--- config.mk ---
export PLATFORM = sky130hd
export DESIGN_NAME = lsf_fifo
export DESIGN_NICKNAME = d
export VERILOG_FILES = /design/src/sv/lsf_pkg.sv /design/src/sv/lsf_fifo.sv
export SDC_FILE = /design/constraint.sdc
export NUM_CORES = 1
export LEC_CHECK = 0
export ABC_CLOCK_PERIOD_IN_PS = 1300
export BUFFER_PORTS_ARGS = -buffer_cell sky130_fd_sc_hd__buf_2
export CORE_UTILIZATION = 35
export DETAILED_ROUTE_END_ITERATION = 8
export PLACE_DENSITY = 0.62
export SETUP_SLACK_MARGIN = 0.15
export SYNTH_ARGS = -nofsm -noshare
export SYNTH_HDL_FRONTEND = slang
export SYNTH_SLANG_ARGS = --single-unit
--- constraint.sdc ---
create_clock -name clk_i -period 1.3 [get_ports clk_i]
set_input_delay 0.13 -clock clk_i [delete_from_list [all_inputs] [get_ports clk_i]]
set_output_delay 0.13 -clock clk_i [all_outputs]
set_load 0.03 [all_outputs]
--- src/sv/lsf_pkg.sv ---
`timescale 1ns / 1ps
`default_nettype none
// ----------------------------------------------------------------------------
// lsf_pkg
// Shared types and constants of the least-squares line fit block.
// ----------------------------------------------------------------------------
package lsf_pkg;

  localparam int unsigned MAX_POINTS_DEF    = 4096;
  localparam int unsigned FRACTION_BITS_DEF = 16;
  localparam int unsigned QUEUE_DEPTH       = 2;
  localparam int unsigned DIGIT_W           = 16;
  localparam int unsigned QUOT_W            = 33;

  localparam logic [31:0] RES_MAX = 32'h7FFF_FFFF;
  localparam logic [31:0] RES_MIN = 32'h8000_0000;

  typedef struct packed {
    logic signed [15:0] x_sample;
    logic signed [15:0] y_sample;
    logic               last_point;
  } req_t;

  typedef struct packed {
    logic signed [31:0] slope;
    logic signed [31:0] intercept;
    logic               degenerate;
    logic               saturated;
  } rsp_t;

  typedef enum logic [7:0] {
    ST_IDLE  = 8'b0000_0001,
    ST_MSET  = 8'b0000_0010,
    ST_MSTEP = 8'b0000_0100,
    ST_MFIN  = 8'b0000_1000,
    ST_DSET  = 8'b0001_0000,
    ST_DSTEP = 8'b0010_0000,
    ST_DFIN  = 8'b0100_0000,
    ST_OUT   = 8'b1000_0000
  } back_state_e;

endpackage
`default_nettype wire

--- src/sv/lsf_fifo.sv ---
`timescale 1ns / 1ps
`default_nettype none
// ----------------------------------------------------------------------------
// lsf_fifo
// Short queue of finished point sets between accumulator and solver.
// ----------------------------------------------------------------------------
module lsf_fifo #(
  parameter int unsigned W     = 8,
  parameter int unsigned DEPTH = lsf_pkg::QUEUE_DEPTH
) (
  input  logic                         clk_i,
  input  logic                         rst_ni,
  input  logic                         push_i,
  input  logic [W-1:0]                 data_i,
  input  logic                         pop_i,
  output logic [W-1:0]                 head_o,
  output logic [$clog2(DEPTH + 1)-1:0] count_o
);

  localparam int unsigned AW   = (DEPTH > 1) ? $clog2(DEPTH) : 1;
  localparam int unsigned CNTW = $clog2(DEPTH + 1);

  logic [W-1:0]    mem_q [DEPTH];
  logic [AW-1:0]   wr_q, rd_q;
  logic [CNTW-1:0] cnt_q;

  always_ff @(posedge clk_i) begin
    if (push_i) begin
      mem_q[wr_q] <= data_i;
    end
  end

  always_ff @(posedge clk_i or negedge rst_ni) begin
    if (!rst_ni) begin
      wr_q  <= '0;
      rd_q  <= '0;
      cnt_q <= '0;
    end else begin
      if (push_i) begin
        wr_q <= (wr_q == AW'(DEPTH - 1)) ? '0 : wr_q + 1'b1;
      end
      if (pop_i) begin
        rd_q <= (rd_q == AW'(DEPTH - 1)) ? '0 : rd_q + 1'b1;
      end
      case ({push_i, pop_i})
        2'b10:   cnt_q <= cnt_q + 1'b1;
        2'b01:   cnt_q <= cnt_q - 1'b1;
        default: cnt_q <= cnt_q;
      endcase
    end
  end

  assign head_o  = mem_q[rd_q];
  assign count_o = cnt_q;

`ifndef SYNTH
  a_no_overflow: assert property (@(posedge clk_i) disable iff (!rst_ni)
    push_i && !pop_i |-> cnt_q != CNTW'(DEPTH))
    else $error("lsf_fifo: push into full queue");

  a_no_underflow: assert property (@(posedge clk_i) disable iff (!rst_ni)
    pop_i |-> cnt_q != '0)
    else $error("lsf_fifo: pop from empty queue");
`endif

endmodule
`default_nettype wire

=== After elaboration in Yosys (flattened, before gate mapping) ===
Memories as Yosys holds them, arrays and structs flattened.
Cells that the tools add are included.

* Memories kept: 1
* Word-level logic and storage cells: 16
* Memory bits (writable): 16
* Register bits: 4

{| class="wikitable"
|+ Memory list
! name !! words !! width !! read ports !! clocked after Yosys merged registers in !! write ports !! line !! text
|-
| mem_q || 2 || 8 || 1 || 0 || 1 || lsf_fifo.sv:23 || <nowiki>logic [W-1:0] mem_q [DEPTH];</nowiki>
|}

* Add/subtract/negate cells: 4
* Mux-type cells: 5
* Equality and inequality tests: 2
* Reductions and logical operators: 1

{| class="wikitable"
|+ Operators with widths
! cell !! number
|-
| $mux 1 || 4
|-
| $pmux 2 s2 || 1
|-
| $add 1x1->1 const B || 2
|-
| $add 2x1->2 const B || 1
|-
| $eq 2x1->1 const B || 1
|-
| $eq 2x2->1 const B || 1
|-
| $reduce_bool 2->1 || 1
|-
| $sub 2x1->2 const B || 1
|}

=== Logic depth before layout (Yosys ltp) ===
* Word-level depth: 2
* Depth in mapped cells: 5
* Mapped depth without buffers: 5

=== Worst setup path before layout ===
OpenSTA, ideal clock, no wires.

* Kind: reg2reg
* Start: register wr_q
* End: memory mem_q[0][0] (enable)
* Setup time: 0.370 ns
* Stages on the path, launching flop included: 2
* Arrival time: 0.768 ns
* Slack: 0.162 ns
* Clock period less this slack: 1.138 ns
* Cell sequence: dfrtp_1 > nor2_1

{| class="wikitable"
|+ RTL lines
! item !! line !! text
|-
| start, declared || lsf_fifo.sv:24 || <nowiki>logic [AW-1:0] wr_q, rd_q;</nowiki>
|-
| start signal, assigned || lsf_fifo.sv:40 || <nowiki>wr_q <= (wr_q == AW'(DEPTH - 1)) ? '0 : wr_q + 1'b1;</nowiki>
|-
| end, declared || lsf_fifo.sv:23 ||
|}

Straight into the memory's write port.

=== Worst setup path after layout ===
* Start: register rd_q
* End: output head_o[0]

* Longest elaborated chain between the ends: 1

{| class="wikitable"
|+ Ends and longest elaborated chain
! item !! line !! text
|-
| start, declared || lsf_fifo.sv:24 ||
|-
| start signal, assigned || lsf_fifo.sv:43 || <nowiki>rd_q <= (rd_q == AW'(DEPTH - 1)) ? '0 : rd_q + 1'b1;</nowiki>
|-
| $mem_v2 2x8 || - ||
|-
| end, declared || lsf_fifo.sv:16 || <nowiki>output logic [W-1:0] head_o,</nowiki>
|}

Every way passes these cells.

==> results_dict.tcl <==
set metrics [dict create \
    clkLatencyLatePin_ps 290 \
    path_max_fanout 4 \
    maxSlewHeadroom_pct 75.5 \
    multi_input_area_sq_um 160 \
    finalSetupViolCount 8 \
    finClkSkew_ps 4.17 \
    worstReg2RegStart "wr_q" \
    grt_pass1_vias 387 \
    status "finished, violations left" \
    fin_util_pct 51.4 \
    place_congestion 0.626 \
    cts_buffers 3 \
    grt_overflow 0 \
    synthCells 39 \
    cts_max_level 1 \
    ant_nets 0 \
    cts_tree "yes" \
    wl_um 1080 \
    ys_warn_count 0 \
    ys_types 10 \
    cellLeakagePower_uw 0.000417 \
    detail_route.iter0.violations 4 \
    min_from "data_i[7]" \
    cts.clk_slew.worst_paths_ps 110 \
    core_sq_mm 0.00200 \
    worst_setup_path_start_kind "register" \
    worstSetupPathType "register to output pin" \
    ys_seq_elements 20 \
    synth_nets 52 \
    required_ps 1170 \
    yosysSeqAreaShare_pct 76.8 \
    drive_gt1_share_pct 55.7 \
    grt_max_degree 12 \
    final_nets 84 \
    netlist_area_sq_um 756 \
    row_count 16 \
    start_util_pct 37.8 \
    drcViolationCount 0 \
    antenna_found_initial 0 \
    p_per_area_mw_per_mm2 2240 \
    r2r-end "mem_q[1][0]" \
    io_pins 22 \
    layout_setup_ws_ps -119 \
    fmax_ghz 0.705 \
    worstHoldPathCells 1 \
    finalPower_uw 2310 \
    violations "setup timing" \
    cts_buffer_depth 2 \
    cts_root_buffer "clkbuf_4" \
    antenna_cells 0 \
    vias 419 \
    slew_violations 0 \
    rsz0062_at_grt "yes" \
    worst_pin_slew_ps 368 \
    whs_endpoint "mem_q[1][7]" \
    fillers 177 \
    period_share_pct 109 \
    portBuffers 21 \
    ir_worst_vdd_v 0.00113 \
    die_w_um 48.5 \
    area_delta_synth_final_pct 36.1 \
    reg2reg_slack_ps 220 \
    crit_arrival_ps 1290 \
    seq_area_sq_um 582 \
    crit_path_end_kind "output pin" \
    hold_viol 0 \
    fin_crit_ps 1420 \
    dieArea_sq_mm 0.00235 \
    cap_viol_max_count 0 \
    die_h_um 48.5 \
    viasPerCell 4.32 \
    avgSynthCellArea_sq_um 19.4 \
    first_pass_iters 3 \
    grt_pass1_wl_um 1770 \
    grt_use_total_pct 10.5 \
    hold_class "primary input to register" \
    clock_sinks 20 \
    drt-wirelength-per-cell_um 11.1 \
    r2r_cells 1 \
]
-- cell families (layout without fill, tap and decap cells) --
| logic type | Yosys count | in the layout | synth area share, % |
|---|---|---|---|
| XOR/XNOR | 5 | 5 | 5.80 |
| AND/OR/NAND/NOR | 3 | 3 | 1.82 |
| multiplexers | 8 | 8 | 11.9 |
| adder cells (fa/ha/maj) | 1 | 1 | 1.66 |
| buffers and inverters | 2 | 33 | 1.99 |
| flip-flops | 20 | 20 | 76.8 |
-- power breakdown --
| part | total, uW | internal (uW) | switching, uW |
|---|---|---|---|
| Combinational | 1010 | 485 | 529 |
| Sequential | 947 | 873 | 74.3 |
| Clock | 345 | 170 | 174 |
| Total | 2310 | 1530 | 778 |
-- state kept, by name (all words and copies together) (netlist names) --
register  flops
count_o       2
mem_q        16
wr_q          1
rd_q          1
-- repair_timing --
action                                  in CTS  in global routing
setup buffers                                4                  0
endpoints found under the setup margin       8                  8
resized for setup                           19                  0
hold buffers                                 1                  1
pin swaps                                    0                  0
gates cloned                                 0                  0
endpoints found under the hold margin        4                  2
-- synthesized netlist by cell type --
cell type	count	area share [%]
xnor2_1	2	2.3
dfrtp_1	4	13
xor2_1	3	3.5
inv_1	1	0.50
buf_6	1	1.5
nor2_1	2	0.99
ha_1	1	1.7
mux2_2	8	12
edfxtp_1	16	64
and2_1	1	0.83
-- critical path, cell delays in order (launching register included) --
cell and delay, ps:
dfrtp_2 390, buf_4 130, mux2_2 340, buf_6 140
-- cells in the final DEF (no fill, tap or decap) --
cell type,n
clkbuf_4,3
nor2_1,2
buf_4,5
edfxtp_1,16
buf_2,13
xor2_1,3
buf_6,8
inv_1,1
and2_1,1
dlygate4sd3_1,2
dfrtp_1,3
dfrtp_2,1
mux2_2,8
xnor2_1,2
ha_1,1
clkbuf_8,1
-- metrics by stage --
stage	setup TNS [ps]	area [sq um]	hold slack, ps	cells	worst slack, ps
2_1_floorplan	0	756	-166	39	162
3_3_place_gp	0	891	-56.7	87	70.3
3_5_place_dp	0	891	-54.9	87	76.2
4_1_cts	-902	1020	8.74	96	-119
5_1_grt	-1330	1030	0.916	97	-173
6_report	-905	1030	23.3	97	-119
-- routing by layer --
metal,vias to the layer above,global-route usage (%),share of wire (%)
met2,13,16.7,54
li1,205,-,-
met5,-,0,0
met4,0,4.41,0
met1,201,13.7,42
met3,0,2.83,4.3
-- layout make-up --
| cell class | count | share of cell area (%) |
|---|---|---|
| Inverter | 1 | 0.365 |
| Sequential cell | 20 | 56.6 |
| Clock buffer | 4 | 3.53 |
| Timing Repair Buffer | 28 | 20.7 |
| Tap cell | 27 | 3.28 |
| Multi-Input combinational cell | 17 | 15.6 |
-- how the worst max path moves through the flow --
stage,cells after the start,endpoint,slack (ps),start
finish,3,head_o[0],-120,rd_q
global route,3,head_o[0],-170,rd_q
CTS,3,head_o[6],-120,rd_q
detailed placement,2,head_o[4],80,rd_q
global placement,2,head_o[1],70,rd_q
floorplan,1,mem_q[0][0],160,wr_q
Note: power is estimated with default switching activity, not from simulation.
