## src/sv/lsf_pkg.sv

```systemverilog
`timescale 1ns / 1ps
`default_nettype none
// ----------------------------------------------------------------------------
// lsf_pkg
// Shared types and constants of the least-squares line fit block.
// ----------------------------------------------------------------------------
package lsf_pkg;

  localparam int unsigned MAX_POINTS_DEF    = 4096;
  localparam int unsigned FRACTION_BITS_DEF = 16;
  localparam int unsigned QUEUE_DEPTH       = 2;
  localparam int unsigned DIGIT_W           = 16;
  localparam int unsigned QUOT_W            = 33;

  localparam logic [31:0] RES_MAX = 32'h7FFF_FFFF;
  localparam logic [31:0] RES_MIN = 32'h8000_0000;

  typedef struct packed {
    logic signed [15:0] x_sample;
    logic signed [15:0] y_sample;
    logic               last_point;
  } req_t;

  typedef struct packed {
    logic signed [31:0] slope;
    logic signed [31:0] intercept;
    logic               degenerate;
    logic               saturated;
  } rsp_t;

  typedef enum logic [7:0] {
    ST_IDLE  = 8'b0000_0001,
    ST_MSET  = 8'b0000_0010,
    ST_MSTEP = 8'b0000_0100,
    ST_MFIN  = 8'b0000_1000,
    ST_DSET  = 8'b0001_0000,
    ST_DSTEP = 8'b0010_0000,
    ST_DFIN  = 8'b0100_0000,
    ST_OUT   = 8'b1000_0000
  } back_state_e;

endpackage
`default_nettype wire

```

## src/sv/lsf_front.sv

```systemverilog
`timescale 1ns / 1ps
`default_nettype none
// ----------------------------------------------------------------------------
// lsf_front
// Point accumulator: squares and cross products registered, then summed.
// The closing point of a set pushes the finished sums into the queue.
// ----------------------------------------------------------------------------
module lsf_front #(
  parameter int unsigned MAX_POINTS = lsf_pkg::MAX_POINTS_DEF
) (
  input  logic          clk_i,
  input  logic          rst_ni,
  input  logic          accept_i,
  input  lsf_pkg::req_t req_i,
  output logic          pend_o,
  output logic          push_o,
  output logic [1 + $clog2(MAX_POINTS + 1) + 2 * (17 + $clog2(MAX_POINTS))
                + (31 + $clog2(MAX_POINTS)) + (32 + $clog2(MAX_POINTS)) - 1:0] entry_o
);

  localparam int unsigned LOGM = $clog2(MAX_POINTS);
  localparam int unsigned CW   = $clog2(MAX_POINTS + 1);
  localparam int unsigned SXW  = 17 + LOGM;
  localparam int unsigned SQW  = 31 + LOGM;
  localparam int unsigned SPW  = 32 + LOGM;

  logic                  s1_vld_q, s1_last_q;
  logic signed [15:0]    s1_x_q, s1_y_q;
  logic [30:0]           s1_xx_q;
  logic signed [31:0]    s1_xy_q;
  logic signed [31:0]    xx_full, xy_full;

  logic [CW-1:0]         cnt_q, cnt_d;
  logic signed [SXW-1:0] sx_q, sx_d, sy_q, sy_d;
  logic [SQW-1:0]        sxx_q, sxx_d;
  logic signed [SPW-1:0] sxy_q, sxy_d;
  logic                  ovf_q, ovf_d;
  logic                  room;

  assign xx_full = req_i.x_sample * req_i.x_sample;
  assign xy_full = req_i.x_sample * req_i.y_sample;

  always_ff @(posedge clk_i or negedge rst_ni) begin
    if (!rst_ni) begin
      s1_vld_q  <= 1'b0;
      s1_last_q <= 1'b0;
    end else begin
      s1_vld_q  <= accept_i;
      s1_last_q <= accept_i & req_i.last_point;
    end
  end

  always_ff @(posedge clk_i) begin
    if (accept_i) begin
      s1_x_q  <= req_i.x_sample;
      s1_y_q  <= req_i.y_sample;
      s1_xx_q <= xx_full[30:0];
      s1_xy_q <= xy_full;
    end
  end

  assign room = cnt_q < CW'(MAX_POINTS);

  always_comb begin
    cnt_d = cnt_q;
    sx_d  = sx_q;
    sy_d  = sy_q;
    sxx_d = sxx_q;
    sxy_d = sxy_q;
    ovf_d = ovf_q;
    if (s1_vld_q) begin
      if (room) begin
        cnt_d = cnt_q + 1'b1;
        sx_d  = sx_q + SXW'(s1_x_q);
        sy_d  = sy_q + SXW'(s1_y_q);
        sxx_d = sxx_q + SQW'(s1_xx_q);
        sxy_d = sxy_q + SPW'(s1_xy_q);
      end else begin
        ovf_d = 1'b1;
      end
    end
  end

  assign push_o  = s1_vld_q & s1_last_q;
  assign pend_o  = s1_last_q;
  assign entry_o = {ovf_d, cnt_d, sx_d, sy_d, sxx_d, sxy_d};

  always_ff @(posedge clk_i or negedge rst_ni) begin
    if (!rst_ni) begin
      cnt_q <= '0;
      sx_q  <= '0;
      sy_q  <= '0;
      sxx_q <= '0;
      sxy_q <= '0;
      ovf_q <= 1'b0;
    end else if (push_o) begin
      cnt_q <= '0;
      sx_q  <= '0;
      sy_q  <= '0;
      sxx_q <= '0;
      sxy_q <= '0;
      ovf_q <= 1'b0;
    end else begin
      cnt_q <= cnt_d;
      sx_q  <= sx_d;
      sy_q  <= sy_d;
      sxx_q <= sxx_d;
      sxy_q <= sxy_d;
      ovf_q <= ovf_d;
    end
  end

endmodule
`default_nettype wire

```

## config.mk

```make
export PLATFORM = sky130hd
export DESIGN_NAME = lsf_front
export DESIGN_NICKNAME = d
export VERILOG_FILES = /design/src/sv/lsf_pkg.sv /design/src/sv/lsf_front.sv
export SDC_FILE = /design/constraint.sdc
export NUM_CORES = 2
export LEC_CHECK = 0
export BUFFER_PORTS_ARGS = -buffer_cell sky130_fd_sc_hd__buf_2
export CAP_MARGIN = 20
export CORE_ASPECT_RATIO = 0.7
export CORE_MARGIN = 2
export CORE_UTILIZATION = 38
export DETAILED_ROUTE_END_ITERATION = 16
export SLEW_MARGIN = 20
export SYNTH_ARGS = -nofsm -noshare
export SYNTH_HDL_FRONTEND = slang
export SYNTH_SLANG_ARGS = --single-unit
```

## constraint.sdc

```tcl
create_clock -name clk_i -period 10.1 [get_ports clk_i]
set_clock_uncertainty 0.2 [all_clocks]
set_input_delay 1.01 -clock clk_i [delete_from_list [all_inputs] [get_ports clk_i]]
set_output_delay 1.01 -clock clk_i [all_outputs]
set_load 0.01 [all_outputs]
```

; ---- Word level (Yosys, flattened, before mapping)
; Index checks and enable logic that the tools add are counted.
[totals]
latchBits = 0
register_bits = 256
input_bits = 36
romBits = 0
wordCells = 40
out_inout_bits = 161
mem_bits_rw = 0
n_memories = 0
[op_classes]
n_div = 0
mux = 18
n_bitwise = 2
order_cmp = 1
n_addsub = 5
mul = 2
shift = 0
n_eq_ne = 0
n_reduce_logical = 0
[ops]
columns = operator, count
row1 = $mux 29, 6
row2 = $mux 44, 3
row3 = $mux 43, 3
row4 = $add 29x16->29, 2
row5 = $add 44x32->44, 1
row6 = $add 43x31->43, 1
row7 = $mux 13, 3
row8 = $mul 16x16->32, 1
row9 = $mul 16x16->31, 1
row10 = $add 13x1->13 const B, 1
row11 = $lt 13x13->1 const B, 1
row12 = $mux 1, 3
row13 = $and 1x1->1, 2

; ---- Depth between registers and ports, before layout
[logic_depth]
ltp_word = 4
ltp_mapped = 24
mapped_depth_nobuf = 23

; ---- Least setup slack after synthesis
; No wires, ideal clock.
[synth_path]
kind = input to register
from = input port req_i[32] in the netlist's numbering
to = register s1_xy_q[31] (data pin)
setup_ns = 0.260
t_required_ns = 9.640
path_slack_ns = 2.798
n_path_buf = 4
arrival_time_ns = 6.842
path_stages = 22
cell_sequence = clkbuf_1 -> clkbuf_1 -> clkbuf_1 -> nand2_1 -> fa_1 -> inv_1 -> fa_1 -> fa_1 -> fa_1 -> fa_1 -> inv_1 -> fa_1 -> inv_1 -> ha_1 -> clkbuf_1 -> a211oi_1 -> o21bai_1 -> a22o_1 -> a2111oi_0 -> o21bai_1 -> a21oi_1 -> xnor2_1
[synth_via]
elab_chain_cells = 1
[synth_rtl]
columns = item, line
row1 = from (decl), lsf_front.sv:14  ; input lsf_pkg::req_t req_i,
row2 = $mul 16x16->32, lsf_front.sv:41  ; assign xy_full = req_i.x_sample * req_i.y_sample;
row3 = named net xy_full[31], lsf_front.sv:31  ; logic signed [31:0] xx_full, xy_full;
row4 = to (signal assigned), lsf_front.sv:58  ; s1_xy_q <= xy_full;
row5 = to (decl), lsf_front.sv:30  ; logic signed [31:0] s1_xy_q;
; The timed path passes the listed nets, and every way through them passes these cells.
; A chain may end at the register's enable or synchronous reset.

; ---- Worst setup path in the final report
[layout_path]
from = input port req_i[29] in the netlist's numbering
to = register s1_xx_q[30] (data pin)
[layout_via]
elab_chain_cells = 1
[layout_rtl]
columns = item, line
row1 = $mul 16x16->31, lsf_front.sv:40  ; assign xx_full = req_i.x_sample * req_i.x_sample;
row2 = named net xx_full[30], lsf_front.sv:31
row3 = to (signal assigned), lsf_front.sv:57  ; s1_xx_q <= xx_full[30:0];
row4 = to (decl), lsf_front.sv:29  ; logic [30:0] s1_xx_q;
; The timed path passes the listed nets, and every way through them passes these cells.

==> results.toml <==
[sta]
hold_slack_ns = 0.156
period_share_pct = 73.1
relSlewSlack_pct = 32.5
worst_slew_pin_slew_ns = 1.01
setup_viol = 0
max_freq_mhz = 136
rsz0062_at_grt = "no"
drv_slew = 0
post-route-min-period_ns = 7.38
finalHoldViolations = 0
tns_ns = 0

[critical_path]
path_class = "in -> reg"
critPathRequiredTime_ns = 10.23
critPathCaptureType = "register"
critPathMaxFanout = 26
worstPathArrival_ns = 7.51
start_kind = "input port"

[routing]
drtAntennaViolNets = 0
wl_per_cell_um = 18.5
drc = 0
wl_um = 97800
avgViaCountPerCell = 5.08
drtPass1Iterations = 7
vias = 26900
drt_iter0_drc = 2043

[synth]
avgSynthCellArea_um2 = 9.02
synth-seq-cells = 254
synth-edff-count = 93
synth_nets = 4758
seq_area_frac_synth_pct = 19.2
synth.yosys.warnings = 0
syn_area_um2 = 35400
synth_cells = 3930
async_flop_share_pct = 63.4
synth_top_area_share_pct = 27.9
yosysUniqueCellTypes = 76
synthTopCellsByArea = "fa_1 (28%), dfrtp_1 (11%), ha_1 (11%)"
synth_area_leader_cell = "fa_1"
synthFlopType = "dfrtp_1"

[run]
cap_violations = 0

[global_routing]
track_usage_pct = 20.8
grt_pass1_wl_um = 158000
grt_max_degree = 93
antenna_found_initial = 7
overflow = 0
grt_pass1_vias = 27300

[finish]
final.fill_count = 9218
layout_commonest_cell = "inv_1"
final_core_util_pct = 41.9
nets = 4856
mostFrequentLayoutCells = "inv_1 (652), nand2_1 (516), fa_1 (494)"
final_area_um2 = 38600
drive_gt1_share_pct = 7.23
area_growth_pct = 9.01

[clock_network]
clkSinkCount = 254
clkSlewWorstSetupHoldPaths_ns = 0.07
htreeDepth = 1
clk_latency_ns = 0.62
post_cts_buffers = 0
clockBufferDepth = 3
clockRootBuffer = "clkbuf_16"
tritoncts = "built"
numCtsBuffers = 30
hold_buffers = 0
post_cts_resized = 0

[worst_hold_path]
hold_path.class = "in -> async"

[floorplan]
die_area_um2 = 95800
ioPinCount = 197
die_h_um = 260
start_util_pct = 38.5
dieWidth_um = 369
rows = 93
coreArea_um2 = 92200

[placed_design]
routabilityCongestion = 0.943
place_area_um2 = 37600
port_buffers = 196
place_hpwl_um = 76700

[status]
status = "completed"
-- stage by stage --
| step | setup slack (ns) | std cells |
|---|---|---|
| 4_1_cts | 2.79 | 5287 |
| 6_report | 2.72 | 5288 |
| 5_1_grt | 2.29 | 5287 |
| 2_1_floorplan | 2.80 | 3930 |
| 3_3_place_gp | 2.31 | 5231 |
| 3_5_place_dp | 2.21 | 5231 |
-- critical path: stages --
cell       delay (ns)
buf_2            0.53
clkinv_1         0.50
nor2_1           0.31
ha_1             0.29
xor2_1           0.18
fa_1             0.51
fa_1             0.51
inv_1            0.05
fa_1             0.48
fa_1             0.50
inv_1            0.05
fa_1             0.47
inv_1            0.04
ha_1             0.34
o2111ai_1        0.22
o311ai_0         0.65
nand2_1          0.17
o311ai_0         0.36
a21oi_1          0.16
xnor2_1          0.14
-- flip-flops by register name, indices dropped and copies added, names as in the netlist, 13 cells and up --
name     cells
sy_q        29
cnt_q       13
s1_x_q      16
s1_xx_q     29
sx_q        29
sxx_q       43
s1_y_q      16
sxy_q       44
s1_xy_q     32
-- per-layer routing --
layer	up-vias	routed length (µm)	GRT usage, %
met5	-	33	0
met4	6	1050	2.32
met3	71	6310	3.75
met2	681	41100	30.8
met1	13200	49300	32.2
li1	12900	-	-
-- path summary, 6_finish.rpt --
path | startpoint | endpoint | slack (ns) | depth (start not counted)
max | req_i[29] | s1_xx_q[30] | 2.72 | 20
min | rst_ni | sxy_q[24] | 0.16 | 1
max reg2reg | s1_vld_q | sx_q[22] | 6.11 | 7
min reg2reg | sx_q[26] | sx_q[26] | 0.31 | 2
max in group asynchronous | rst_ni | sxx_q[25] | 8.25 | 2
min in group clk_i | sx_q[26] | sx_q[26] | 0.31 | 2
-- cell type report --
cell class                      count  area [µm²]  area share, %
Antenna cell                        1        2.50        0.00648
Sequential cell                   254        6820           17.7
Inverter                          654        2450           6.35
Tap cell                         1235        1550           4.00
Clock inverter                     18         218          0.563
Timing Repair Buffer              213        1120           2.89
Multi-Input combinational cell   2875       25600           66.3
Clock buffer                       38         843           2.18
-- cell usage after synthesis, types with 93 or more instances --
library cell	instances
dfrtp_1	161
xnor2_1	130
fa_1	494
clkbuf_1	137
nand2_1	518
o21ai_0	196
ha_1	298
edfxtp_1	93
nor2_1	125
a21oi_1	201
inv_1	653
and2_1	254
-- cells by family after synthesis --
| group | after synthesis | synth area share (%) |
|---|---|---|
| simple gates | 1139 | 15.4 |
| buf+inv | 801 | 8.50 |
| fa+ha+maj | 792 | 38.4 |
| compound gates | 713 | 12.7 |
| flops | 254 | 19.2 |
| xor+xnor | 208 | 5.14 |
| mux | 23 | 0.660 |
Power is left out: the tool's default activity adds up to more than one toggle a clock period on the data nets, which glitch-free logic cannot reach.
