==> config.mk <==
export PLATFORM = sky130hd
export DESIGN_NAME = lsf_back
export DESIGN_NICKNAME = d
export VERILOG_FILES = /design/src/sv/lsf_pkg.sv /design/src/sv/lsf_back.sv
export SDC_FILE = /design/constraint.sdc
export NUM_CORES = 2
export LEC_CHECK = 0
export BUFFER_PORTS_ARGS = -buffer_cell sky130_fd_sc_hd__buf_2
export CAP_MARGIN = 0
export CORE_ASPECT_RATIO = 0.75
export CORE_MARGIN = 2
export CORE_UTILIZATION = 45
export CTS_CLUSTER_SIZE = 12
export DETAILED_ROUTE_END_ITERATION = 8
export PLACE_DENSITY = 0.57
export SYNTH_ARGS = -nofsm -noshare
export SYNTH_HDL_FRONTEND = slang
export SYNTH_SLANG_ARGS = --single-unit
==> constraint.sdc <==
create_clock -name clk_i -period 21.9 [get_ports clk_i]
set_input_delay 2.19 -clock clk_i [delete_from_list [all_inputs] [get_ports clk_i]]
set_output_delay 2.19 -clock clk_i [all_outputs]
set_load 0.05 [all_outputs]
==> src/sv/lsf_pkg.sv <==
`timescale 1ns / 1ps
`default_nettype none
// ----------------------------------------------------------------------------
// lsf_pkg
// Shared types and constants of the least-squares line fit block.
// ----------------------------------------------------------------------------
package lsf_pkg;

  localparam int unsigned MAX_POINTS_DEF    = 4096;
  localparam int unsigned FRACTION_BITS_DEF = 16;
  localparam int unsigned QUEUE_DEPTH       = 2;
  localparam int unsigned DIGIT_W           = 16;
  localparam int unsigned QUOT_W            = 33;

  localparam logic [31:0] RES_MAX = 32'h7FFF_FFFF;
  localparam logic [31:0] RES_MIN = 32'h8000_0000;

  typedef struct packed {
    logic signed [15:0] x_sample;
    logic signed [15:0] y_sample;
    logic               last_point;
  } req_t;

  typedef struct packed {
    logic signed [31:0] slope;
    logic signed [31:0] intercept;
    logic               degenerate;
    logic               saturated;
  } rsp_t;

  typedef enum logic [7:0] {
    ST_IDLE  = 8'b0000_0001,
    ST_MSET  = 8'b0000_0010,
    ST_MSTEP = 8'b0000_0100,
    ST_MFIN  = 8'b0000_1000,
    ST_DSET  = 8'b0001_0000,
    ST_DSTEP = 8'b0010_0000,
    ST_DFIN  = 8'b0100_0000,
    ST_OUT   = 8'b1000_0000
  } back_state_e;

endpackage
`default_nettype wire

==> src/sv/lsf_back.sv <==
`timescale 1ns / 1ps
`default_nettype none
// ----------------------------------------------------------------------------
// lsf_back
// Fit solver: six signed products on a shared 16-bit digit multiplier,
// then two restoring divisions of 33 quotient bits with saturation.
// ----------------------------------------------------------------------------
module lsf_back #(
  parameter int unsigned MAX_POINTS    = lsf_pkg::MAX_POINTS_DEF,
  parameter int unsigned FRACTION_BITS = lsf_pkg::FRACTION_BITS_DEF
) (
  input  logic          clk_i,
  input  logic          rst_ni,
  input  logic          avail_i,
  input  logic [1 + $clog2(MAX_POINTS + 1) + 2 * (17 + $clog2(MAX_POINTS))
                + (31 + $clog2(MAX_POINTS)) + (32 + $clog2(MAX_POINTS)) - 1:0] entry_i,
  output logic          pop_o,
  output logic          done_o,
  output lsf_pkg::rsp_t rsp_o
);

  localparam int unsigned LOGM = $clog2(MAX_POINTS);
  localparam int unsigned CW   = $clog2(MAX_POINTS + 1);
  localparam int unsigned SXW  = 17 + LOGM;
  localparam int unsigned SQW  = 31 + LOGM;
  localparam int unsigned SPW  = 32 + LOGM;
  localparam int unsigned MW   = 31 + LOGM;
  localparam int unsigned OW   = MW + 1;
  localparam int unsigned DGW  = lsf_pkg::DIGIT_W;
  localparam int unsigned ND   = (MW + DGW - 1) / DGW;
  localparam int unsigned BW   = ND * DGW;
  localparam int unsigned AW   = MW + BW;
  localparam int unsigned PW   = 2 * MW + 1;
  localparam int unsigned DW   = 2 * MW + 2;
  localparam int unsigned SHW  = DW + FRACTION_BITS;
  localparam int unsigned QW   = lsf_pkg::QUOT_W;
  localparam int unsigned HW   = SHW - QW;
  localparam int unsigned DCW  = $clog2(ND + 1);
  localparam int unsigned QCW  = $clog2(QW + 1);

  localparam logic [2:0] P_N_SXX  = 3'd0;
  localparam logic [2:0] P_SX_SX  = 3'd1;
  localparam logic [2:0] P_N_SXY  = 3'd2;
  localparam logic [2:0] P_SX_SY  = 3'd3;
  localparam logic [2:0] P_SXX_SY = 3'd4;
  localparam logic [2:0] P_SX_SXY = 3'd5;

  localparam logic [QW-1:0] LIM_POS = QW'(lsf_pkg::RES_MAX);
  localparam logic [QW-1:0] LIM_NEG = QW'(lsf_pkg::RES_MIN);

  lsf_pkg::back_state_e state_q, state_d;

  logic                  e_ovf;
  logic [CW-1:0]         e_n;
  logic signed [SXW-1:0] e_sx, e_sy;
  logic [SQW-1:0]        e_sxx;
  logic signed [SPW-1:0] e_sxy;

  logic [2:0]            pidx_q, pidx_d;
  logic [DCW-1:0]        dig_q, dig_d;
  logic [QCW-1:0]        qcnt_q, qcnt_d;
  logic                  dsel_q, dsel_d;

  logic [CW-1:0]         n_q, n_d;
  logic signed [SXW-1:0] sx_q, sx_d, sy_q, sy_d;
  logic [SQW-1:0]        sxx_q, sxx_d;
  logic signed [SPW-1:0] sxy_q, sxy_d;
  logic [MW-1:0]         amag_q, amag_d;
  logic [BW-1:0]         bmag_q, bmag_d;
  logic                  psign_q, psign_d;
  logic [AW-1:0]         acc_q, acc_d;
  logic signed [PW-1:0]  pfirst_q, pfirst_d;
  logic signed [DW-1:0]  den_q, den_d, numm_q, numm_d, numb_q, numb_d;
  logic                  neg_q, neg_d;
  logic [DW-1:0]         rem_q, rem_d;
  logic [QW-1:0]         low_q, low_d, quo_q, quo_d;
  logic signed [31:0]    slope_q, slope_d, icept_q, icept_d;
  logic                  degen_q, degen_d, sat_q, sat_d;

  logic signed [OW-1:0]  op_n, op_sx, op_sy, op_sxx, op_sxy, op_a, op_b;
  logic [OW-1:0]         a_abs, b_abs;
  logic [MW+DGW-1:0]     dprod;
  logic [PW-1:0]         pu;
  logic signed [PW-1:0]  pval;
  logic signed [DW-1:0]  pdiff, num_sel;
  logic [DW-1:0]         nmag, den_u;
  logic [SHW-1:0]        shifted;
  logic [HW-1:0]         hi_part;
  logic [DW:0]           rem2;
  logic                  ge;
  logic                  over;
  logic [31:0]           qres;

  assign {e_ovf, e_n, e_sx, e_sy, e_sxx, e_sxy} = entry_i;

  // multiplier operands
  assign op_n   = OW'($signed({1'b0, n_q}));
  assign op_sx  = OW'(sx_q);
  assign op_sy  = OW'(sy_q);
  assign op_sxx = $signed({1'b0, sxx_q});
  assign op_sxy = OW'(sxy_q);

  always_comb begin
    case (pidx_q)
      P_N_SXX:  begin op_a = op_n;   op_b = op_sxx; end
      P_SX_SX:  begin op_a = op_sx;  op_b = op_sx;  end
      P_N_SXY:  begin op_a = op_n;   op_b = op_sxy; end
      P_SX_SY:  begin op_a = op_sx;  op_b = op_sy;  end
      P_SXX_SY: begin op_a = op_sxx; op_b = op_sy;  end
      P_SX_SXY: begin op_a = op_sx;  op_b = op_sxy; end
      default:  begin op_a = '0;     op_b = '0;     end
    endcase
  end

  assign a_abs = op_a[OW-1] ? OW'(-op_a) : OW'(op_a);
  assign b_abs = op_b[OW-1] ? OW'(-op_b) : OW'(op_b);

  assign dprod = amag_q * bmag_q[BW-1 -: DGW];

  assign pu    = {1'b0, acc_q[2*MW-1:0]};
  assign pval  = psign_q ? $signed(-pu) : $signed(pu);
  assign pdiff = DW'(pfirst_q) - DW'(pval);

  // divider
  assign den_u   = den_q;
  assign num_sel = dsel_q ? numb_q : numm_q;
  assign nmag    = num_sel[DW-1] ? DW'(-num_sel) : DW'(num_sel);
  assign shifted = SHW'(nmag) << FRACTION_BITS;
  assign hi_part = shifted[SHW-1:QW];
  assign rem2    = {rem_q, low_q[QW-1]};
  assign ge      = rem2 >= {1'b0, den_u};
  assign over    = neg_q ? (quo_q > LIM_NEG) : (quo_q > LIM_POS);
  assign qres    = over ? (neg_q ? lsf_pkg::RES_MIN : lsf_pkg::RES_MAX)
                        : (neg_q ? -quo_q[31:0] : quo_q[31:0]);

  assign pop_o = (state_q == lsf_pkg::ST_IDLE) && avail_i;

  always_comb begin
    state_d  = state_q;
    pidx_d   = pidx_q;
    dig_d    = dig_q;
    qcnt_d   = qcnt_q;
    dsel_d   = dsel_q;
    n_d      = n_q;
    sx_d     = sx_q;
    sy_d     = sy_q;
    sxx_d    = sxx_q;
    sxy_d    = sxy_q;
    amag_d   = amag_q;
    bmag_d   = bmag_q;
    psign_d  = psign_q;
    acc_d    = acc_q;
    pfirst_d = pfirst_q;
    den_d    = den_q;
    numm_d   = numm_q;
    numb_d   = numb_q;
    neg_d    = neg_q;
    rem_d    = rem_q;
    low_d    = low_q;
    quo_d    = quo_q;
    slope_d  = slope_q;
    icept_d  = icept_q;
    degen_d  = degen_q;
    sat_d    = sat_q;
    case (state_q)
      lsf_pkg::ST_IDLE: begin
        if (avail_i) begin
          n_d     = e_n;
          sx_d    = e_sx;
          sy_d    = e_sy;
          sxx_d   = e_sxx;
          sxy_d   = e_sxy;
          sat_d   = e_ovf;
          degen_d = 1'b0;
          slope_d = '0;
          icept_d = '0;
          pidx_d  = P_N_SXX;
          state_d = lsf_pkg::ST_MSET;
        end
      end
      lsf_pkg::ST_MSET: begin
        amag_d  = a_abs[MW-1:0];
        bmag_d  = BW'(b_abs[MW-1:0]);
        psign_d = op_a[OW-1] ^ op_b[OW-1];
        acc_d   = '0;
        dig_d   = DCW'(ND);
        state_d = lsf_pkg::ST_MSTEP;
      end
      lsf_pkg::ST_MSTEP: begin
        acc_d  = (acc_q << DGW) + AW'(dprod);
        bmag_d = bmag_q << DGW;
        dig_d  = dig_q - 1'b1;
        if (dig_q == DCW'(1)) begin
          state_d = lsf_pkg::ST_MFIN;
        end
      end
      lsf_pkg::ST_MFIN: begin
        state_d = lsf_pkg::ST_MSET;
        pidx_d  = pidx_q + 3'd1;
        case (pidx_q)
          P_SX_SX: begin
            den_d = pdiff;
            if (pdiff == '0 || pdiff[DW-1]) begin
              degen_d = 1'b1;
              state_d = lsf_pkg::ST_OUT;
            end
          end
          P_SX_SY:  numm_d = pdiff;
          P_SX_SXY: begin
            numb_d  = pdiff;
            dsel_d  = 1'b0;
            state_d = lsf_pkg::ST_DSET;
          end
          default:  pfirst_d = pval;
        endcase
      end
      lsf_pkg::ST_DSET: begin
        neg_d = num_sel[DW-1];
        if (DW'(hi_part) >= den_u) begin
          quo_d   = '1;
          state_d = lsf_pkg::ST_DFIN;
        end else begin
          rem_d   = DW'(hi_part);
          low_d   = shifted[QW-1:0];
          quo_d   = '0;
          qcnt_d  = QCW'(QW);
          state_d = lsf_pkg::ST_DSTEP;
        end
      end
      lsf_pkg::ST_DSTEP: begin
        rem_d  = ge ? DW'(rem2 - {1'b0, den_u}) : DW'(rem2);
        quo_d  = {quo_q[QW-2:0], ge};
        low_d  = low_q << 1;
        qcnt_d = qcnt_q - 1'b1;
        if (qcnt_q == QCW'(1)) begin
          state_d = lsf_pkg::ST_DFIN;
        end
      end
      lsf_pkg::ST_DFIN: begin
        if (over) begin
          sat_d = 1'b1;
        end
        if (dsel_q) begin
          icept_d = $signed(qres);
          state_d = lsf_pkg::ST_OUT;
        end else begin
          slope_d = $signed(qres);
          dsel_d  = 1'b1;
          state_d = lsf_pkg::ST_DSET;
        end
      end
      lsf_pkg::ST_OUT: begin
        state_d = lsf_pkg::ST_IDLE;
      end
      default: begin
        state_d = lsf_pkg::ST_IDLE;
      end
    endcase
  end

  always_ff @(posedge clk_i or negedge rst_ni) begin
    if (!rst_ni) begin
      state_q <= lsf_pkg::ST_IDLE;
      pidx_q  <= P_N_SXX;
      dig_q   <= '0;
      qcnt_q  <= '0;
      dsel_q  <= 1'b0;
    end else begin
      state_q <= state_d;
      pidx_q  <= pidx_d;
      dig_q   <= dig_d;
      qcnt_q  <= qcnt_d;
      dsel_q  <= dsel_d;
    end
  end

  always_ff @(posedge clk_i) begin
    n_q      <= n_d;
    sx_q     <= sx_d;
    sy_q     <= sy_d;
    sxx_q    <= sxx_d;
    sxy_q    <= sxy_d;
    amag_q   <= amag_d;
    bmag_q   <= bmag_d;
    psign_q  <= psign_d;
    acc_q    <= acc_d;
    pfirst_q <= pfirst_d;
    den_q    <= den_d;
    numm_q   <= numm_d;
    numb_q   <= numb_d;
    neg_q    <= neg_d;
    rem_q    <= rem_d;
    low_q    <= low_d;
    quo_q    <= quo_d;
    slope_q  <= slope_d;
    icept_q  <= icept_d;
    degen_q  <= degen_d;
    sat_q    <= sat_d;
  end

  assign done_o = (state_q == lsf_pkg::ST_OUT);
  assign rsp_o  = '{slope: slope_q, intercept: icept_q, degenerate: degen_q,
                    saturated: sat_q};

`ifndef SYNTH
  a_single_strobe: assert property (@(posedge clk_i) disable iff (!rst_ni)
    done_o |=> !done_o)
    else $error("lsf_back: result strobe longer than one cycle");

  a_degen_zero: assert property (@(posedge clk_i) disable iff (!rst_ni)
    done_o && rsp_o.degenerate |-> rsp_o.slope == '0 && rsp_o.intercept == '0)
    else $error("lsf_back: degenerate fit with nonzero result");

  a_rem_below_den: assert property (@(posedge clk_i) disable iff (!rst_ni)
    state_q == lsf_pkg::ST_DSTEP |-> rem_q < den_u)
    else $error("lsf_back: partial remainder not below divisor");
`endif

endmodule
`default_nettype wire

# Word-level counts from Yosys, hierarchy flattened
# Cells that the tools add are included.
[totals]
word_cells = 142
latch_bits = 0
input_bits = 162
ram_bits = 0
reg_bits = 928
mem_count = 0
romBits = 0
[op_classes]
order_cmp = 4
n_bitwise = 2
n_eq_ne = 25
n_reduce_logical = 26
n_addsub = 11
div = 0
n_shift = 0
n_mul = 1
mux = 47
[op_table]
columns = ["cell", "n"]
rows = [
  ["2-to-1 mux 88 bit", 4],
  ["2-to-1 mux 32 bit", 6],
  ["one-hot mux 44 bit (4 select lines)", 1],
  ["one-hot mux 88 bit (2 select lines)", 1],
  ["one-hot mux 86 bit (2 select lines)", 1],
  ["one-hot mux 33 bit (2 select lines)", 2],
  ["one-hot mux 44 bit (3 select lines)", 1],
  ["one-hot mux 32 bit (2 select lines)", 2],
  ["one-hot mux 48 bit (2 select lines)", 1],
  [">= comparator 89 x 88 -> 1 bit", 1],
  [">= comparator 71 x 88 -> 1 bit", 1],
  ["logical NOT 88 bit", 1],
  ["negation 88 bit", 1],
  ["subtractor 87 x 87 -> 88 bit", 1],
  ["subtractor 88 bit", 1],
  ["2-to-1 mux 87 bit", 1],
  ["negation 86 -> 87 bit", 1],
  ["adder 86 x 59 -> 86 bit", 1],
  ["2-to-1 mux 43 bit", 2],
  ["negation 43 bit", 2],
  ["2-to-1 mux 33 bit", 2],
  ["multiplier 43 x 16 -> 59 bit", 1],
  ["one-hot mux 8 bit (7 select lines)", 1],
  ["2-to-1 mux 8 bit", 5],
  ["other kinds (41)", 75],
]

# Longest topological paths before layout
[depth]
ltp_word = 8
ltp_mapped = 38
depth_no_buf = 29

# Least setup slack after synthesis
# No wires, ideal clock.
[synth_timing]
kind = "register to register"
from = "reg dsel_q"
to = "reg qcnt_q[1]"
required_time_ps = 21641
synth_period_minus_slack_ps = 10490
arrival_time_ps = 10231
setup_slack_ps = 11410
path_stages_with_launch = 39
path_cell_list = "dfrtp_1 -> buf_2 -> buf_2 -> buf_2 -> buf_2 -> buf_2 -> buf_1 -> buf_1 -> buf_2 -> buf_2 -> buf_2 -> clkbuf_1 -> mux2i_1 -> ha_1 -> nand3_1 -> or4_1 -> nor3_1 -> and2_1 -> (+3 left out) -> a31oi_1 -> xnor2_1 -> ha_1 -> a21o_1 -> a21o_1 -> a21o_1 -> a21o_1 -> a21o_1 -> a21o_1 -> a21oi_1 -> o21ai_0 -> a21oi_1 -> o2111ai_1 -> a41oi_1 -> nand2b_1 -> nand2_1 -> inv_1 -> o22ai_1"
[synth_between]
elab_chain_len = 6
[synth_rtl]
columns = ["item", "line", "text"]
rows = [
  ["start: declaration", "lsf_back.sv:62", "logic dsel_q, dsel_d;"],
  ["start signal: assignment", "lsf_back.sv:273", "dsel_q <= dsel_d;"],
  ["2-to-1 mux 88 bit *", "lsf_back.sv:126", "assign num_sel = dsel_q ? numb_q : numm_q;"],
  ["negation 88 bit", "lsf_back.sv:127", "assign nmag = num_sel[DW-1] ? DW'(-num_sel) : DW'(num_sel);"],
  ["2-to-1 mux 88 bit *", "lsf_back.sv:127", ""],
  [">= comparator 71 x 88 -> 1 bit *", "lsf_back.sv:219", "if (DW'(hi_part) >= den_u) begin"],
  ["!= test 2 bit (no source line) *", "-", ""],
  ["AND reduction 2 bit (no source line) *", "-", ""],
  ["end signal: assignment", "lsf_back.sv:272", "qcnt_q <= qcnt_d;"],
  ["end: declaration", "lsf_back.sv:61", "logic [QCW-1:0] qcnt_q, qcnt_d;"],
]
# Mark *: on every way between the ends. The rest lies on a longest branch, timed or not.
# A chain may end at the register's enable or synchronous reset.

# Final worst setup path
[layout_timing]
from = "reg dsel_q"
to = "reg low_q[17], enable pin"
[layout_between]
elab_chain_len = 6
[layout_rtl]
columns = ["item", "line", "text"]
rows = [
  ["2-to-1 mux 88 bit *", "lsf_back.sv:126", ""],
  ["negation 88 bit", "lsf_back.sv:127", ""],
  ["2-to-1 mux 88 bit *", "lsf_back.sv:127", ""],
  [">= comparator 71 x 88 -> 1 bit *", "lsf_back.sv:219", ""],
  ["!= test 2 bit (no source line) *", "-", ""],
  ["AND reduction 2 bit (no source line) *", "-", ""],
  ["end signal: assignment", "lsf_back.sv:293", "low_q <= low_d;"],
  ["end: declaration", "lsf_back.sv:76", "logic [QW-1:0] low_q, low_d, quo_q, quo_d;"],
]
# Marks and branches as above.

==> impl_results.md <==
* Status: finished clean
* Avg WL per Cell at around 22 um
* Max Cap Viol at 0
* Root Driver: clkbuf_16
* Main combinational cell family by area after synthesis: adder cells
* # port buffers at between 200 and 250
* Fin crit share at 0.456
* Fillcell total at approximately 16000
* Final Slew Violations at 0
* Cell mode on critical path: a21o_1
* Worst-skew pair later-pin latency at ~0.75 ns
* Max clock buf depth at 3
* RSZ-0062 raised after global routing: false
* Synth Instances at ~7900
* Setup TNS at 0 ns
* Adder-cell share of the synthesized area at 0.228
* Number of post-CTS setup repair buffers at 0
* Avg Vias per Cell at 5.63
* Dominant cell type by area after synthesis: edfxtp_1
* Initial Utilization at 0.455
* Die H at between 300 and 400 um
* Worst path top cell family by delay: compound AO/OA/AOI/OAI gates
* Slowest CP cell: a41oi_1
* Crit-path max cell delay at about 0.80 ns
* Final HPWL DP at approximately 180000 um
* Flop2flop setup slack at roughly 12 ns
* Fmax at approximately 0.1 GHz
* Crit path time final at 9.98 ns
* Clock Pin Slew Worst Setup and Hold Paths at roughly 0.060 ns
* Synth Register Bits at 912
* Hold WS at between 0.4 and 0.5 ns
* Hold buffer count at CTS at 0
* Count of clock tree sinks at roughly 910
* H-tree depth reported by CTS at 3
* Syn Nets at 9039
* Synth Area in Compound Gates at 0.133
* Post-synthesis instance area at roughly 76000 sq um
* EDFF count, synth at between 800 and 900
* Die X at approximately 480 um
* Final Hold Vio Count at 0
* Core area at between 150000 and 200000 sq um
* Post-synthesis mux area share at 0.0130
* Initial drt markers at around 5500
* Vias in the first global route at 56600
* WP data arrival at between 10 and 15 ns
* CTS tree: done
* I/O Pins at 230
* WP buf/inv at 4
* Yosys Warn Count at 0
* Area growth, synth to finish at 8.14%
* Initial antenna violation count at 1
* Synth top area cells: edfxtp_1, fa_1, ha_1, inv_1, nand2_1
* Critical path class: reg2reg
* Final Routed Wirelength at about 230000 um
* DRC violations left at 0
* CP Max Fanout at 65
* Tot GR Track Use at 0.259
* DRT Pass-1 Iters at 6
* Gpl congestion at about 0.9
* Setup Skew at ~0.050 ns
* Clock buffer count from CTS at between 90 and 100
* Area share of and/or/nand/nor cells after synthesis at 0.143
* Crit. End Element: flip-flop
* Share of layout cells above drive strength 1 at 0.0633
* Share of the synthesized area in the top cell type at 0.351
* Netlist cell types at 90
* Slew margin rel. at 0.173
* Seq/Total Area, Yosys at 0.357
* First-pass GRT wire length at approximately 350000 um
* Synth async-reset ratio at 0.0219
* Final nets at 9075
* Largest net degree at the start of global routing at 100
* Via count at roughly 57000
* Gr ovfl total at 0
* ANT nets after route at 0
* XOR/XNOR Fraction of Synth Area at 0.0551
* Top_reg_cell synth: edfxtp_1
* Num rows at 130
* Worst Setup Start Kind: flip-flop
* Die ar. at 173000 sq um
* Final setup violation count at 0
* Crit path required time at 22.25 ns
* Post-CTS sizing at 0
* Worst slew pin tran at ~1.2 ns
* Hold Crit Class: reg2reg
* Syn Area/Cell at between 9 and 10 sq um
## placed cells by master, fill, tap and decap left out, types with 60 or more instances in the layout
cell	count
or3_1	60
a21o_1	156
and2_1	265
nand3_1	94
clkbuf_16	100
o21a_1	77
inv_1	1064
xnor2_1	235
nor2_1	458
o21ai_0	407
buf_4	65
buf_2	230
edfxtp_1	892
mux2i_1	88
nand4_1	99
a21oi_1	499
nor3_1	83
xor2_1	246
fa_1	617
ha_1	407
nand2_1	915
## kinds of logic after synthesis
group | Yosys count
simple gates | 2295
flops | 912
fa+ha+maj | 1024
mux | 98
compound gates | 1613
buf+inv | 1430
xor+xnor | 481
## registers in the layout (all words and copies together) (netlist names), 44 cells and up
name and flops:
bmag_q 48, den_q 88, rem_q 88, numb_q 88, pfirst_q 87, numm_q 88, op_sxy 44, acc_q 86
## metal layers
metal  GRT usage  up-vias  routed length [um]
met2       0.376     1944               94300
met1       0.401    28400              110000
li1            -    26800                   -
met4      0.0693        0                6380
met3      0.0366      257               14200
met5           0        -                   0
## metrics by stage
| stage | utilization | cell area (sq um) | setup slack, ns | std cells |
|---|---|---|---|---|
| 2_1_floorplan | - | 76400 | 11.41 | 7853 |
| 3_3_place_gp | 0.474 | 79600 | 11.94 | 10000 |
| 4_1_cts | 0.492 | 82600 | 11.98 | 10200 |
| 5_1_grt | 0.492 | 82600 | 11.46 | 10200 |
| 6_report | 0.492 | 82600 | 11.92 | 10200 |
| 3_5_place_dp | 0.474 | 79600 | 12.03 | 10000 |
## layout make-up
type / instances / area [sq um] / share of cell area
flip-flops and latches: 912 / 27300 / 0.330
well taps: 2244 / 2810 / 0.0340
clock inverters: 39 / 382 / 0.00462
repair buffers: 295 / 1640 / 0.0198
diodes: 1 / 2.50 / 0.0000303
clock buffers: 131 / 2680 / 0.0324
inverters: 1071 / 4030 / 0.0488
multi-input cells: 5511 / 43800 / 0.530
## final timing paths
path                            cells after the start        end      from
worst max register to register                     28  low_q[17]    dsel_q
worst max-delay path                               28  low_q[17]    dsel_q
min in group asynchronous                           1     dsel_q    rst_ni
worst min register to register                      1   dig_q[0]  dig_q[0]
worst min-delay path                                1   dig_q[0]  dig_q[0]
max in group asynchronous                           1     dsel_q    rst_ni
## synthesized netlist by cell type, drive strengths merged, types with 38 or more instances
master,instances
nand3,95
o31ai,49
xnor2,235
edfxtp,892
or3,60
o21ai,414
o21a,78
and2,267
nand4,100
clkbuf,326
a31oi,48
nor2,463
ha,407
nor3,83
nand2b,53
a21oi,501
mux2i,89
fa,617
xor2,246
nand2,917
and3,57
nor2b,42
inv,1069
a21o,156
a211oi,38
Power is not shown: default switching activity piles up to over one toggle a cycle in this logic, so the estimate is an artifact.
